[config.mk]
export PLATFORM = sky130hd
export DESIGN_NAME = cell_list_neighbour_generator
export DESIGN_NICKNAME = d
export VERILOG_FILES = /design/src/clng_pkg.sv /design/src/cell_list_neighbour_generator.sv /design/src/clng_step.sv
export SDC_FILE = /design/constraint.sdc
export NUM_CORES = 2
export LEC_CHECK = 0
export ABC_CLOCK_PERIOD_IN_PS = 27900
export BUFFER_PORTS_ARGS = -buffer_cell sky130_fd_sc_hd__buf_2
export CORE_MARGIN = 4
export CORE_UTILIZATION = 35
export CTS_CLUSTER_SIZE = 16
export DETAILED_ROUTE_END_ITERATION = 8
export HOLD_SLACK_MARGIN = 0.15
export SYNTH_ARGS = -nofsm -noshare
export SYNTH_HDL_FRONTEND = slang
export SYNTH_SLANG_ARGS = --single-unit
[constraint.sdc]
create_clock -name i_clk -period 27.9 [get_ports i_clk]
set_input_delay 2.79 -clock i_clk [delete_from_list [all_inputs] [get_ports i_clk]]
set_output_delay 2.79 -clock i_clk [all_outputs]
set_load 0.02 [all_outputs]
[src/clng_pkg.sv]
// Shared types and constants for the cell list neighbour generator.
// No dependencies.
package clng_pkg;

    localparam int CFG_W          = 7;   // cell count register width
    localparam int MASK_W         = 3;   // periodic mask width
    localparam int INDEX_W        = 18;  // cell index port width
    localparam int LIST_DEPTH     = 27;
    localparam int COUNT_W        = 5;
    localparam int AXIS_CNT       = 3;
    localparam int AXIS_W         = 2;
    localparam int CFG_IDX_W      = 2;
    localparam int MAX_CELLS_DEF  = 64;
    localparam int AXES_DEF       = 3;

    typedef enum logic [CFG_IDX_W-1:0] {
        REG_CELLS_X   = 2'd0,
        REG_CELLS_Y   = 2'd1,
        REG_CELLS_Z   = 2'd2,
        REG_PERIODIC  = 2'd3
    } t_cfg_reg;

    typedef struct packed {
        logic plus;   // 1: +1 step, 0: -1 step
        logic wrap;   // axis is periodic
    } t_step_ctl;

endpackage

[src/cell_list_neighbour_generator.sv]
// Cell list neighbour generator, top level: config registers, sequencer, list store.
// Depends on clng_pkg and clng_step.
//
// A start transfer takes one linear cell index and the block stays busy until all of its
// results are out. Setup does the two grid-size multiplies and then the range check; then a
// shared compare-subtract unit splits the index into coordinates at one quotient bit per
// cycle, AW bits each for z and y, with AW the bit count of min(MAX_CELLS_PER_AXIS, 127).
// Expansion visits each list entry of the previous axes twice (-1 step, +1 step), and
// non-periodic edges drop steps; a flush state then gives the final result. An index
// outside the grid gives its single error result from the range check. Results come one
// per o_valid cycle and cannot be held off.
module cell_list_neighbour_generator
    import clng_pkg::*;
#(
    parameter int MAX_CELLS_PER_AXIS = MAX_CELLS_DEF,
    parameter int AXES               = AXES_DEF
) (
    input  logic                 i_clk,
    input  logic                 i_rst_n,
    input  logic                 start,
    output logic                 busy,
    input  logic [INDEX_W-1:0]   i_cell_index,
    input  logic                 i_cfg_we,
    input  logic [CFG_IDX_W-1:0] i_cfg_index,
    input  logic [CFG_W-1:0]     i_cfg_data,
    output logic                 o_valid,
    output logic [INDEX_W-1:0]   o_neighbour_index,
    output logic                 o_last,
    output logic                 o_index_error
);

    localparam int REG_MAX = (1 << CFG_W) - 1;
    localparam int CLAMP   = (MAX_CELLS_PER_AXIS < REG_MAX) ? MAX_CELLS_PER_AXIS : REG_MAX;
    localparam int AW      = $clog2(CLAMP + 1);
    localparam int IW      = 3 * AW;
    localparam int CMP_W   = (INDEX_W > IW) ? INDEX_W : IW;
    localparam int CNT_W   = $clog2(AW);

    typedef enum logic [3:0] {
        S_IDLE, S_MUL1, S_MUL2, S_CHECK, S_DIVZ, S_DIVY, S_EXPM, S_EXPP, S_FLUSH
    } t_state;

    t_state               r_state;
    logic [CFG_W-1:0]     r_cells_x, r_cells_y, r_cells_z;
    logic [MASK_W-1:0]    r_periodic_mask;

    logic [INDEX_W-1:0]   r_cell;
    logic [AW-1:0]        r_nx, r_ny, r_nz;
    logic [MASK_W-1:0]    r_wrap;
    logic [2*AW-1:0]      r_s1;
    logic [IW-1:0]        r_tot;
    logic [IW-1:0]        r_rem, r_dvs;
    logic [AW-1:0]        r_q, r_z;
    logic [CNT_W-1:0]     r_cnt;
    logic [IW-1:0]        r_pend;
    logic [COUNT_W-1:0]   r_count, r_base, r_k;
    logic [AXIS_W-1:0]    r_axis;

    logic                 r_valid, r_last, r_err;
    logic [INDEX_W-1:0]   r_out_idx;

    logic [IW-1:0]        r_list_idx [LIST_DEPTH];
    logic [AW-1:0]        r_list_crd [LIST_DEPTH][AXIS_CNT];

    logic [CMP_W-1:0]     w_cell_ext;
    logic                 w_ge;
    logic [IW-1:0]        w_rem_nx;
    logic [AW-1:0]        w_q_nx;
    logic [IW-1:0]        w_f, w_spanm;
    logic [AW-1:0]        w_n;
    t_step_ctl            w_ctl;
    logic                 w_ok;
    logic [IW-1:0]        w_new_idx;
    logic [AW-1:0]        w_new_coord;
    logic [AW-1:0]        w_new_crd [AXIS_CNT];
    logic                 w_div_end;

    function automatic logic [AW-1:0] f_clamp(input logic [CFG_W-1:0] v);
        if (32'(v) > CLAMP) begin
            return AW'(CLAMP);
        end
        return AW'(v);
    endfunction

    assign busy = (r_state != S_IDLE);

    assign o_valid           = r_valid;
    assign o_neighbour_index = r_out_idx;
    assign o_last            = r_last;
    assign o_index_error     = r_err;

    assign w_cell_ext = CMP_W'(r_cell);

    // shared restoring division step
    assign w_ge      = (r_rem >= r_dvs);
    assign w_rem_nx  = w_ge ? (r_rem - r_dvs) : r_rem;
    assign w_q_nx    = AW'({r_q, w_ge});
    assign w_div_end = (r_cnt == '0);

    always_comb begin
        unique case (r_axis)
            2'd0: begin
                w_f     = IW'(1);
                w_spanm = IW'(r_nx) - IW'(1);
                w_n     = r_nx;
            end
            2'd1: begin
                w_f     = IW'(r_nx);
                w_spanm = IW'(r_s1) - IW'(r_nx);
                w_n     = r_ny;
            end
            default: begin
                w_f     = IW'(r_s1);
                w_spanm = r_tot - IW'(r_s1);
                w_n     = r_nz;
            end
        endcase
        w_ctl.plus = (r_state == S_EXPP);
        w_ctl.wrap = r_wrap[r_axis];
    end

    clng_step #(
        .AW (AW),
        .IW (IW)
    ) u_step (
        .i_idx   (r_list_idx[r_k]),
        .i_coord (r_list_crd[r_k][r_axis]),
        .i_n     (w_n),
        .i_f     (w_f),
        .i_spanm (w_spanm),
        .i_ctl   (w_ctl),
        .o_ok    (w_ok),
        .o_idx   (w_new_idx),
        .o_coord (w_new_coord)
    );

    always_comb begin
        w_new_crd = r_list_crd[r_k];
        w_new_crd[r_axis] = w_new_coord;
    end

    // neighbour list store
    always_ff @(posedge i_clk) begin
        if (r_state == S_DIVY && w_div_end) begin
            r_list_idx[0]    <= w_cell_ext[IW-1:0];
            r_list_crd[0][0] <= w_rem_nx[AW-1:0];
            r_list_crd[0][1] <= w_q_nx;
            r_list_crd[0][2] <= r_z;
        end else if ((r_state == S_EXPM || r_state == S_EXPP) && w_ok) begin
            r_list_idx[r_count] <= w_new_idx;
            r_list_crd[r_count] <= w_new_crd;
        end
    end

    always_ff @(posedge i_clk) begin
        if (!i_rst_n) begin
            r_state         <= S_IDLE;
            r_cells_x       <= CFG_W'(1);
            r_cells_y       <= CFG_W'(1);
            r_cells_z       <= CFG_W'(1);
            r_periodic_mask <= '0;
            r_valid         <= 1'b0;
            r_last          <= 1'b0;
            r_err           <= 1'b0;
            r_count         <= '0;
            r_base          <= '0;
            r_k             <= '0;
            r_axis          <= '0;
            r_cnt           <= '0;
        end else begin
            r_valid <= 1'b0;
            r_last  <= 1'b0;
            r_err   <= 1'b0;

            if (i_cfg_we) begin
                unique case (t_cfg_reg'(i_cfg_index))
                    REG_CELLS_X:  r_cells_x       <= i_cfg_data;
                    REG_CELLS_Y:  r_cells_y       <= i_cfg_data;
                    REG_CELLS_Z:  r_cells_z       <= i_cfg_data;
                    REG_PERIODIC: r_periodic_mask <= i_cfg_data[MASK_W-1:0];
                endcase
            end

            unique case (r_state)
                S_IDLE: begin
                    if (start) begin
                        r_cell  <= i_cell_index;
                        r_nx    <= f_clamp(r_cells_x);
                        r_ny    <= f_clamp(r_cells_y);
                        r_nz    <= f_clamp(r_cells_z);
                        r_wrap  <= r_periodic_mask;
                        r_state <= S_MUL1;
                    end
                end
                S_MUL1: begin
                    r_s1    <= (2*AW)'(r_nx) * (2*AW)'(r_ny);
                    r_state <= S_MUL2;
                end
                S_MUL2: begin
                    r_tot   <= IW'(r_s1) * IW'(r_nz);
                    r_state <= S_CHECK;
                end
                S_CHECK: begin
                    if (w_cell_ext >= CMP_W'(r_tot)) begin
                        r_valid   <= 1'b1;
                        r_last    <= 1'b1;
                        r_err     <= 1'b1;
                        r_out_idx <= '0;
                        r_count   <= '0;
                        r_state   <= S_IDLE;
                    end else begin
                        r_rem   <= w_cell_ext[IW-1:0];
                        r_dvs   <= IW'(r_s1) << (AW - 1);
                        r_q     <= '0;
                        r_cnt   <= CNT_W'(AW - 1);
                        r_state <= S_DIVZ;
                    end
                end
                S_DIVZ: begin
                    r_rem <= w_rem_nx;
                    r_dvs <= r_dvs >> 1;
                    r_q   <= w_q_nx;
                    r_cnt <= r_cnt - CNT_W'(1);
                    if (w_div_end) begin
                        r_z     <= w_q_nx;
                        r_q     <= '0;
                        r_dvs   <= IW'(r_nx) << (AW - 1);
                        r_cnt   <= CNT_W'(AW - 1);
                        r_state <= S_DIVY;
                    end
                end
                S_DIVY: begin
                    r_rem <= w_rem_nx;
                    r_dvs <= r_dvs >> 1;
                    r_q   <= w_q_nx;
                    r_cnt <= r_cnt - CNT_W'(1);
                    if (w_div_end) begin
                        r_pend  <= w_cell_ext[IW-1:0];
                        r_count <= COUNT_W'(1);
                        r_base  <= COUNT_W'(1);
                        r_k     <= '0;
                        r_axis  <= '0;
                        r_state <= S_EXPM;
                    end
                end
                S_EXPM: begin
                    if (w_ok) begin
                        r_valid   <= 1'b1;
                        r_out_idx <= INDEX_W'(r_pend);
                        r_pend    <= w_new_idx;
                        r_count   <= r_count + COUNT_W'(1);
                    end
                    r_state <= S_EXPP;
                end
                S_EXPP: begin
                    if (w_ok) begin
                        r_valid   <= 1'b1;
                        r_out_idx <= INDEX_W'(r_pend);
                        r_pend    <= w_new_idx;
                        r_count   <= r_count + COUNT_W'(1);
                    end
                    if (r_k + COUNT_W'(1) == r_base) begin
                        r_k    <= '0;
                        r_base <= w_ok ? (r_count + COUNT_W'(1)) : r_count;
                        r_axis <= r_axis + AXIS_W'(1);
                        r_state <= (r_axis == AXIS_W'(AXES - 1)) ? S_FLUSH : S_EXPM;
                    end else begin
                        r_k     <= r_k + COUNT_W'(1);
                        r_state <= S_EXPM;
                    end
                end
                S_FLUSH: begin
                    r_valid   <= 1'b1;
                    r_last    <= 1'b1;
                    r_out_idx <= INDEX_W'(r_pend);
                    r_state   <= S_IDLE;
                end
                default: r_state <= S_IDLE;
            endcase
        end
    end

endmodule

[src/clng_step.sv]
// One neighbour step along one axis: edge test, wrap and index update.
// Depends on clng_pkg.
module clng_step
    import clng_pkg::*;
#(
    parameter int AW = 7,
    parameter int IW = 21
) (
    input  logic [IW-1:0] i_idx,
    input  logic [AW-1:0] i_coord,
    input  logic [AW-1:0] i_n,
    input  logic [IW-1:0] i_f,
    input  logic [IW-1:0] i_spanm,
    input  t_step_ctl     i_ctl,
    output logic          o_ok,
    output logic [IW-1:0] o_idx,
    output logic [AW-1:0] o_coord
);

    logic          w_edge;
    logic [AW:0]   w_up;
    logic [IW-1:0] w_op;
    logic          w_sub;

    assign w_up = {1'b0, i_coord} + (AW+1)'(1);

    always_comb begin
        if (i_ctl.plus) begin
            w_edge  = w_up >= {1'b0, i_n};
            w_sub   = w_edge;
            o_coord = w_edge ? '0 : w_up[AW-1:0];
        end else begin
            w_edge  = (i_coord == '0);
            w_sub   = !w_edge;
            o_coord = w_edge ? (i_n - AW'(1)) : (i_coord - AW'(1));
        end
        w_op  = w_edge ? i_spanm : i_f;
        o_idx = w_sub ? (i_idx - w_op) : (i_idx + w_op);
        o_ok  = !w_edge || i_ctl.wrap;
    end

endmodule
# Word level (Yosys, flattened, before mapping)
# Memories as Yosys holds them, arrays and structs flattened. A register that Yosys moved wholly into a read port is not among the register bits.
# Cells that the tools add are included.
[totals]
register_bits = 219
ramBits = 1134
input_bits = 31
out_inout_bits = 22
word_cells = 210
mem_count = 2
[op_classes]
add_sub_neg = 13
multipliers = 2
magnitude_cmp = 9
eq_ne = 22
muxes = 92
n_bitwise = 1
reduce_logical = 42
[memory_table]
columns = ["name", "depth", "width", "read_ports", "rd_ports_with_merged_regs", "write_ports", "line", "text"]
rows = [
  ["r_list_crd", 27, 21, 1, 1, 1, "cell_list_neighbour_generator.sv:63", "logic [AW-1:0] r_list_crd [LIST_DEPTH][AXIS_CNT];"],
  ["r_list_idx", 27, 21, 1, 1, 1, "cell_list_neighbour_generator.sv:62", "logic [IW-1:0] r_list_idx [LIST_DEPTH];"],
]
[ops]
columns = ["op", "count"]
rows = [
  ["21-bit 2-to-1 mux", 7],
  ["7-bit 2-to-1 mux", 12],
  ["21-bit one-hot mux with 2 select lines", 2],
  ["18-bit 2-to-1 mux", 4],
  ["21-bit one-hot mux with 3 select lines", 1],
  ["5-bit 2-to-1 mux", 12],
  ["18-bit one-hot mux with 3 select lines", 1],
  ["21-bit OR reduction", 2],
  ["21-bit subtractor", 2],
  ["18-bit one-hot mux with 2 select lines", 1],
  ["4-bit one-hot mux with 8 select lines", 1],
  ["14-bit one-hot mux with 2 select lines", 1],
  ["1-bit 2-to-1 mux", 24],
  ["21-bit adder", 1],
  ["21-bit bitwise mux", 1],
  ["18-bit by 21-bit >= comparator with 1-bit output", 1],
  ["21-bit >= comparator", 1],
  ["7-bit greater-than comparator, second input constant", 3],
  ["14-bit by 7-bit multiplier with 21-bit output", 1],
  ["3-bit AND reduction", 7],
  ["21-bit by 14-bit subtractor with 21-bit output", 1],
  ["20-bit 2-to-1 mux", 1],
  ["4-bit 2-to-1 mux", 5],
  ["5-bit one-hot mux with 2 select lines", 2],
  ["other kinds (48)", 87],
]

# Depth between registers and ports, before layout
[logic_depth]
depth_word = 15
mapped_depth = 43

# By module
# Synthesis repeated with hierarchy kept, for this count alone.
[hier_totals]
cells_unflattened = 4120
area_unflattened_um2 = 63510.9
[modules_own_cells]
columns = ["mod", "n_inst", "cells_each", "area_each_um2", "seq_area_each_um2"]
rows = [
  ["cell_list_neighbour_generator", 1, 3782, 61086.1, 40188.5],
  ["clng_step", 1, 338, 2424.8, 0.0],
]

# Worst setup path after synthesis
# Ideal clock, no wire load.
[synth_path]
kind = "reg-to-reg"
from = "reg with a tool-made name"
to = "mem r_list_crd[17][0] (netlist bit) (enable)"
setup_time_ps = 533
arrival_time_ps = 8502
slack_ps = 18865
path_stages_with_launch = 23
path_buffers = 3
synth_period_minus_slack_ps = 9035
path_cell_list = "dfxtp_1 -> buf_6 -> buf_2 -> mux2_2 -> a222oi_1 -> a221oi_1 -> o21ai_0 -> o221ai_1 -> inv_1 -> ha_1 -> ha_1 -> a21o_1 -> a21o_1 -> a21o_1 -> a21o_1 -> a21o_1 -> a211oi_1 -> a21oi_2 -> o211ai_2 -> and2_1 -> clkbuf_1 -> nand3_1 -> nor4_1"
[synth_rtl]
columns = ["element", "line"]
rows = [
  ["to (decl)", "cell_list_neighbour_generator.sv:63"],
]

==> flow_metrics.tcl <==
set metrics [dict create \
    reg2reg_to "r_list_idx[20][17]" \
    path_depth 37 \
    finClkSkew_ps 31.30 \
    clkSlewWorstSetupHoldPaths_ps 60 \
    cts-root-buf "clkbuf_16" \
    finalNetCount 4282 \
    cts_num_sinks 1276 \
    path_common_cell "a21o_1" \
    final_layout_size_suffix_gt1_frac 0.1682 \
    synth-edff-count 1220 \
    n_fill_cell 15270 \
    p_leak_nw 22.62 \
    stdcell_count 6312 \
    tightest_slew_ps 1205 \
    ys_ff_latch 1276 \
    crit_buf_inv 4 \
    drt-initial-drc-count 3390 \
    yosysSeqAreaShare 0.6360 \
    cts_hold_buf 0 \
    path_class "register to register" \
    dp_hpwl_um 93170 \
    relSlewSlack 0.1968 \
    status "complete, no violations" \
    drtAntennaViolNets 0 \
    cpMaxStageDelayCell "buf_4" \
    critical_path_required_ps 28330 \
    grt.total_usage 0.1768 \
    boundaryPins 53 \
    yosysWarnings 0 \
    finalPower_mw 4.493 \
    dieArea_um2 176300 \
    grt_pass1_vias 34010 \
    cap_violations 0 \
    whs_ps 444.1 \
    max_stage_delay_ps 750 \
    antenna_found_initial 0 \
    grt_setup_unrepaired "no" \
    netlist_instances 3900 \
    postCtsResizedCells 0 \
    wl_per_cell_um 24.81 \
    cts_setup_buffers 0 \
    synth_area_um2 59370 \
    ir_drop_mv 0.05999 \
    p_per_area_nw_per_um2 67.21 \
    hold_path_depth 0 \
    ys.flop_type "edfxtp_1" \
    syn_to_final_growth_pct 12.61 \
    ys_top_cells_by_area "edfxtp_1, mux4_2, ha_1, mux2i_1, fa_1" \
    core_area_um2 168000 \
    overflow 0 \
    cts_max_path_buffers 3 \
    fmax_mhz 87.46 \
    grt_max_degree 93 \
    cp.arrival_ps 11860 \
    hold_violations 0 \
    ys_async_sr_fraction 0 \
    r2r_setup_slack_ps 16470 \
    fin_crit_ps 11430 \
    fin_setup_tns_ps 0 \
    row_count 150 \
    num_vias 34240 \
    fin_util 0.3980 \
    start_kind "register" \
    drc 0 \
    synth_top_area_frac 0.6171 \
    synth_cell_type_count 93 \
    place_congestion 0.8902 \
    worstRegToRegCells 37 \
    cts_tree "yes" \
    whs_endpoint "r_wrap[0]" \
    clkLatencyLatePin_ps 780 \
    ctsHtreeMaxLevel 4 \
    start_util 0.3534 \
    hp-class "register to register" \
    routed_wl_um 156600 \
    die_y_um 419.8 \
    period_share 0.4098 \
    cts_buffers 136 \
    hold_start "r_periodic_mask[0]" \
    viasPerCell 5.425 \
    grt_pass1_wl_um 230200 \
    slew_viol_final 0 \
    synth.largest_area_cell "edfxtp_1" \
    fp.dieW_um 419.8 \
    first_pass_iters 6 \
    crit_family "compound AO/OA/AOI/OAI gates" \
    placed_cells 6064 \
    cp_max_fo 56 \
    cp-end-kind "register" \
    synthesis.nets 4184 \
    syn_avg_cell_area_um2 15.22 \
    setup_violations 0 \
    port_buffers 52 \
]
[worst max-delay path by stage]
stage               startpoint                  to
floorplan             register   r_list_crd[17][0]
global placement      register  r_list_idx[21][17]
detailed placement    register  r_list_idx[20][17]
CTS                   register   r_list_idx[2][17]
global route          register  r_list_idx[23][17]
finish                register  r_list_idx[20][17]
[cell usage in the layout, fill, tap and decap left out, types with 20 or more instances in the layout]
| cell | n |
|---|---|
| a211oi_1 | 20 |
| a21o_1 | 43 |
| a21oi_1 | 111 |
| a22oi_1 | 40 |
| and2_1 | 76 |
| buf_2 | 52 |
| buf_4 | 102 |
| clkbuf_16 | 139 |
| clkinv_1 | 37 |
| clkinv_2 | 22 |
| dfxtp_1 | 52 |
| edfxtp_1 | 1220 |
| fa_1 | 87 |
| ha_1 | 165 |
| inv_1 | 185 |
| mux2_2 | 57 |
| mux2i_1 | 193 |
| mux4_2 | 201 |
| nand2_1 | 312 |
| nand3_1 | 49 |
| nor2_1 | 106 |
| nor2b_1 | 95 |
| nor3_1 | 48 |
| o211ai_1 | 33 |
| o21ai_0 | 129 |
| o21ai_1 | 20 |
| o22ai_1 | 27 |
| xnor2_1 | 90 |
| xor2_1 | 26 |
[layer usage]
layer,share of wire,vias to the layer above,global-route usage
met4,0.030,0,0.05657
met5,0,-,0
met3,0.068,282,0.03153
met1,0.42,17670,0.2405
li1,-,15090,-
met2,0.48,1210,0.2882
[cells by family (layout without fill, tap and decap cells)]
group,after synthesis,count (layout),share of synthesized area
other,0,1,0
flip-flops,1276,1276,0.6360
multiplexers,460,460,0.1213
buffers and inverters,385,592,0.02816
adder cells (fa/ha/maj),253,253,0.06432
AND/OR/NAND/NOR,822,822,0.06772
XOR/XNOR,117,117,0.01749
AO/OA/AOI/OAI,587,587,0.06502
[flip-flops by register name, indices dropped and copies added, names as in the netlist, 3 cells and up, named ones only]
name and flops:
o_neighbour_index 18, r_base 5, r_cell 18, r_cells_x 7, r_cells_y 7, r_cells_z 7, r_cnt 3, r_count 5
r_dvs 20, r_k 5, r_list_crd 567, r_list_idx 486, r_nx 7, r_ny 7, r_nz 7, r_pend 18
r_periodic_mask 3, r_q 6, r_rem 21, r_s1 14, r_state 4, r_tot 21, r_wrap 3, r_z 7
[synth_stat cells (12+ instances only)]
cell type,count
buf_4,14
xor2_1,26
and3_1,13
nor3b_1,13
mux2i_1,194
a22o_1,12
nand2b_1,18
fa_1,87
a211oi_1,21
o21ai_0,152
o22ai_1,27
dfxtp_1,56
o211ai_1,33
nor3_1,58
ha_1,166
nor2_1,118
o21a_1,16
a221oi_1,16
buf_2,33
xnor2_1,90
edfxtp_1,1220
a31oi_1,13
nand3_1,49
mux4_2,201
and2_1,76
or3_1,15
a22oi_1,40
mux2_2,57
a21oi_1,113
clkbuf_1,115
nor2b_1,95
inv_1,187
buf_1,19
a21o_1,43
nand2_1,313
o21bai_1,17
[layout make-up]
| type | instances | area, um2 | area share |
|---|---|---|---|
| Sequential cell | 1276 | 37770 | 0.5650 |
| Multi-Input combinational cell | 2239 | 20210 | 0.3024 |
| Clock buffer | 160 | 3587 | 0.05366 |
| Tap cell | 2204 | 2758 | 0.04125 |
| Timing Repair Buffer | 156 | 1066 | 0.01595 |
| Clock inverter | 87 | 745.7 | 0.01115 |
| Inverter | 189 | 709.4 | 0.01061 |
| Antenna cell | 1 | 2.502 | 0.00003743 |
[stage by stage]
stage	worst slack, ps	instance area (um2)
after floorplan	18870	59370
after global placement	16690	62520
after detailed placement	16570	62520
after CTS	16530	66850
after global routing	15680	66850
final	16470	66850
[worst reg2reg max path, delay by kind of cell, from the launching register on]
kind            cells  cell delay [ps]
compound gates     20             4490
fa+ha+maj           4             1060
flops               1              700
buf+inv             4             1910
xor+xnor            1              420
simple gates        4             1250
mux                 4             1260
[report_power, final]
part           switching, mW  total, mW  internal, mW
clock                  0.764       1.76         0.995
sequential            0.0345       2.18          2.15
combinational          0.318      0.553         0.235
total                   1.12       4.49          3.38
(Power assumes the default switching activity.)
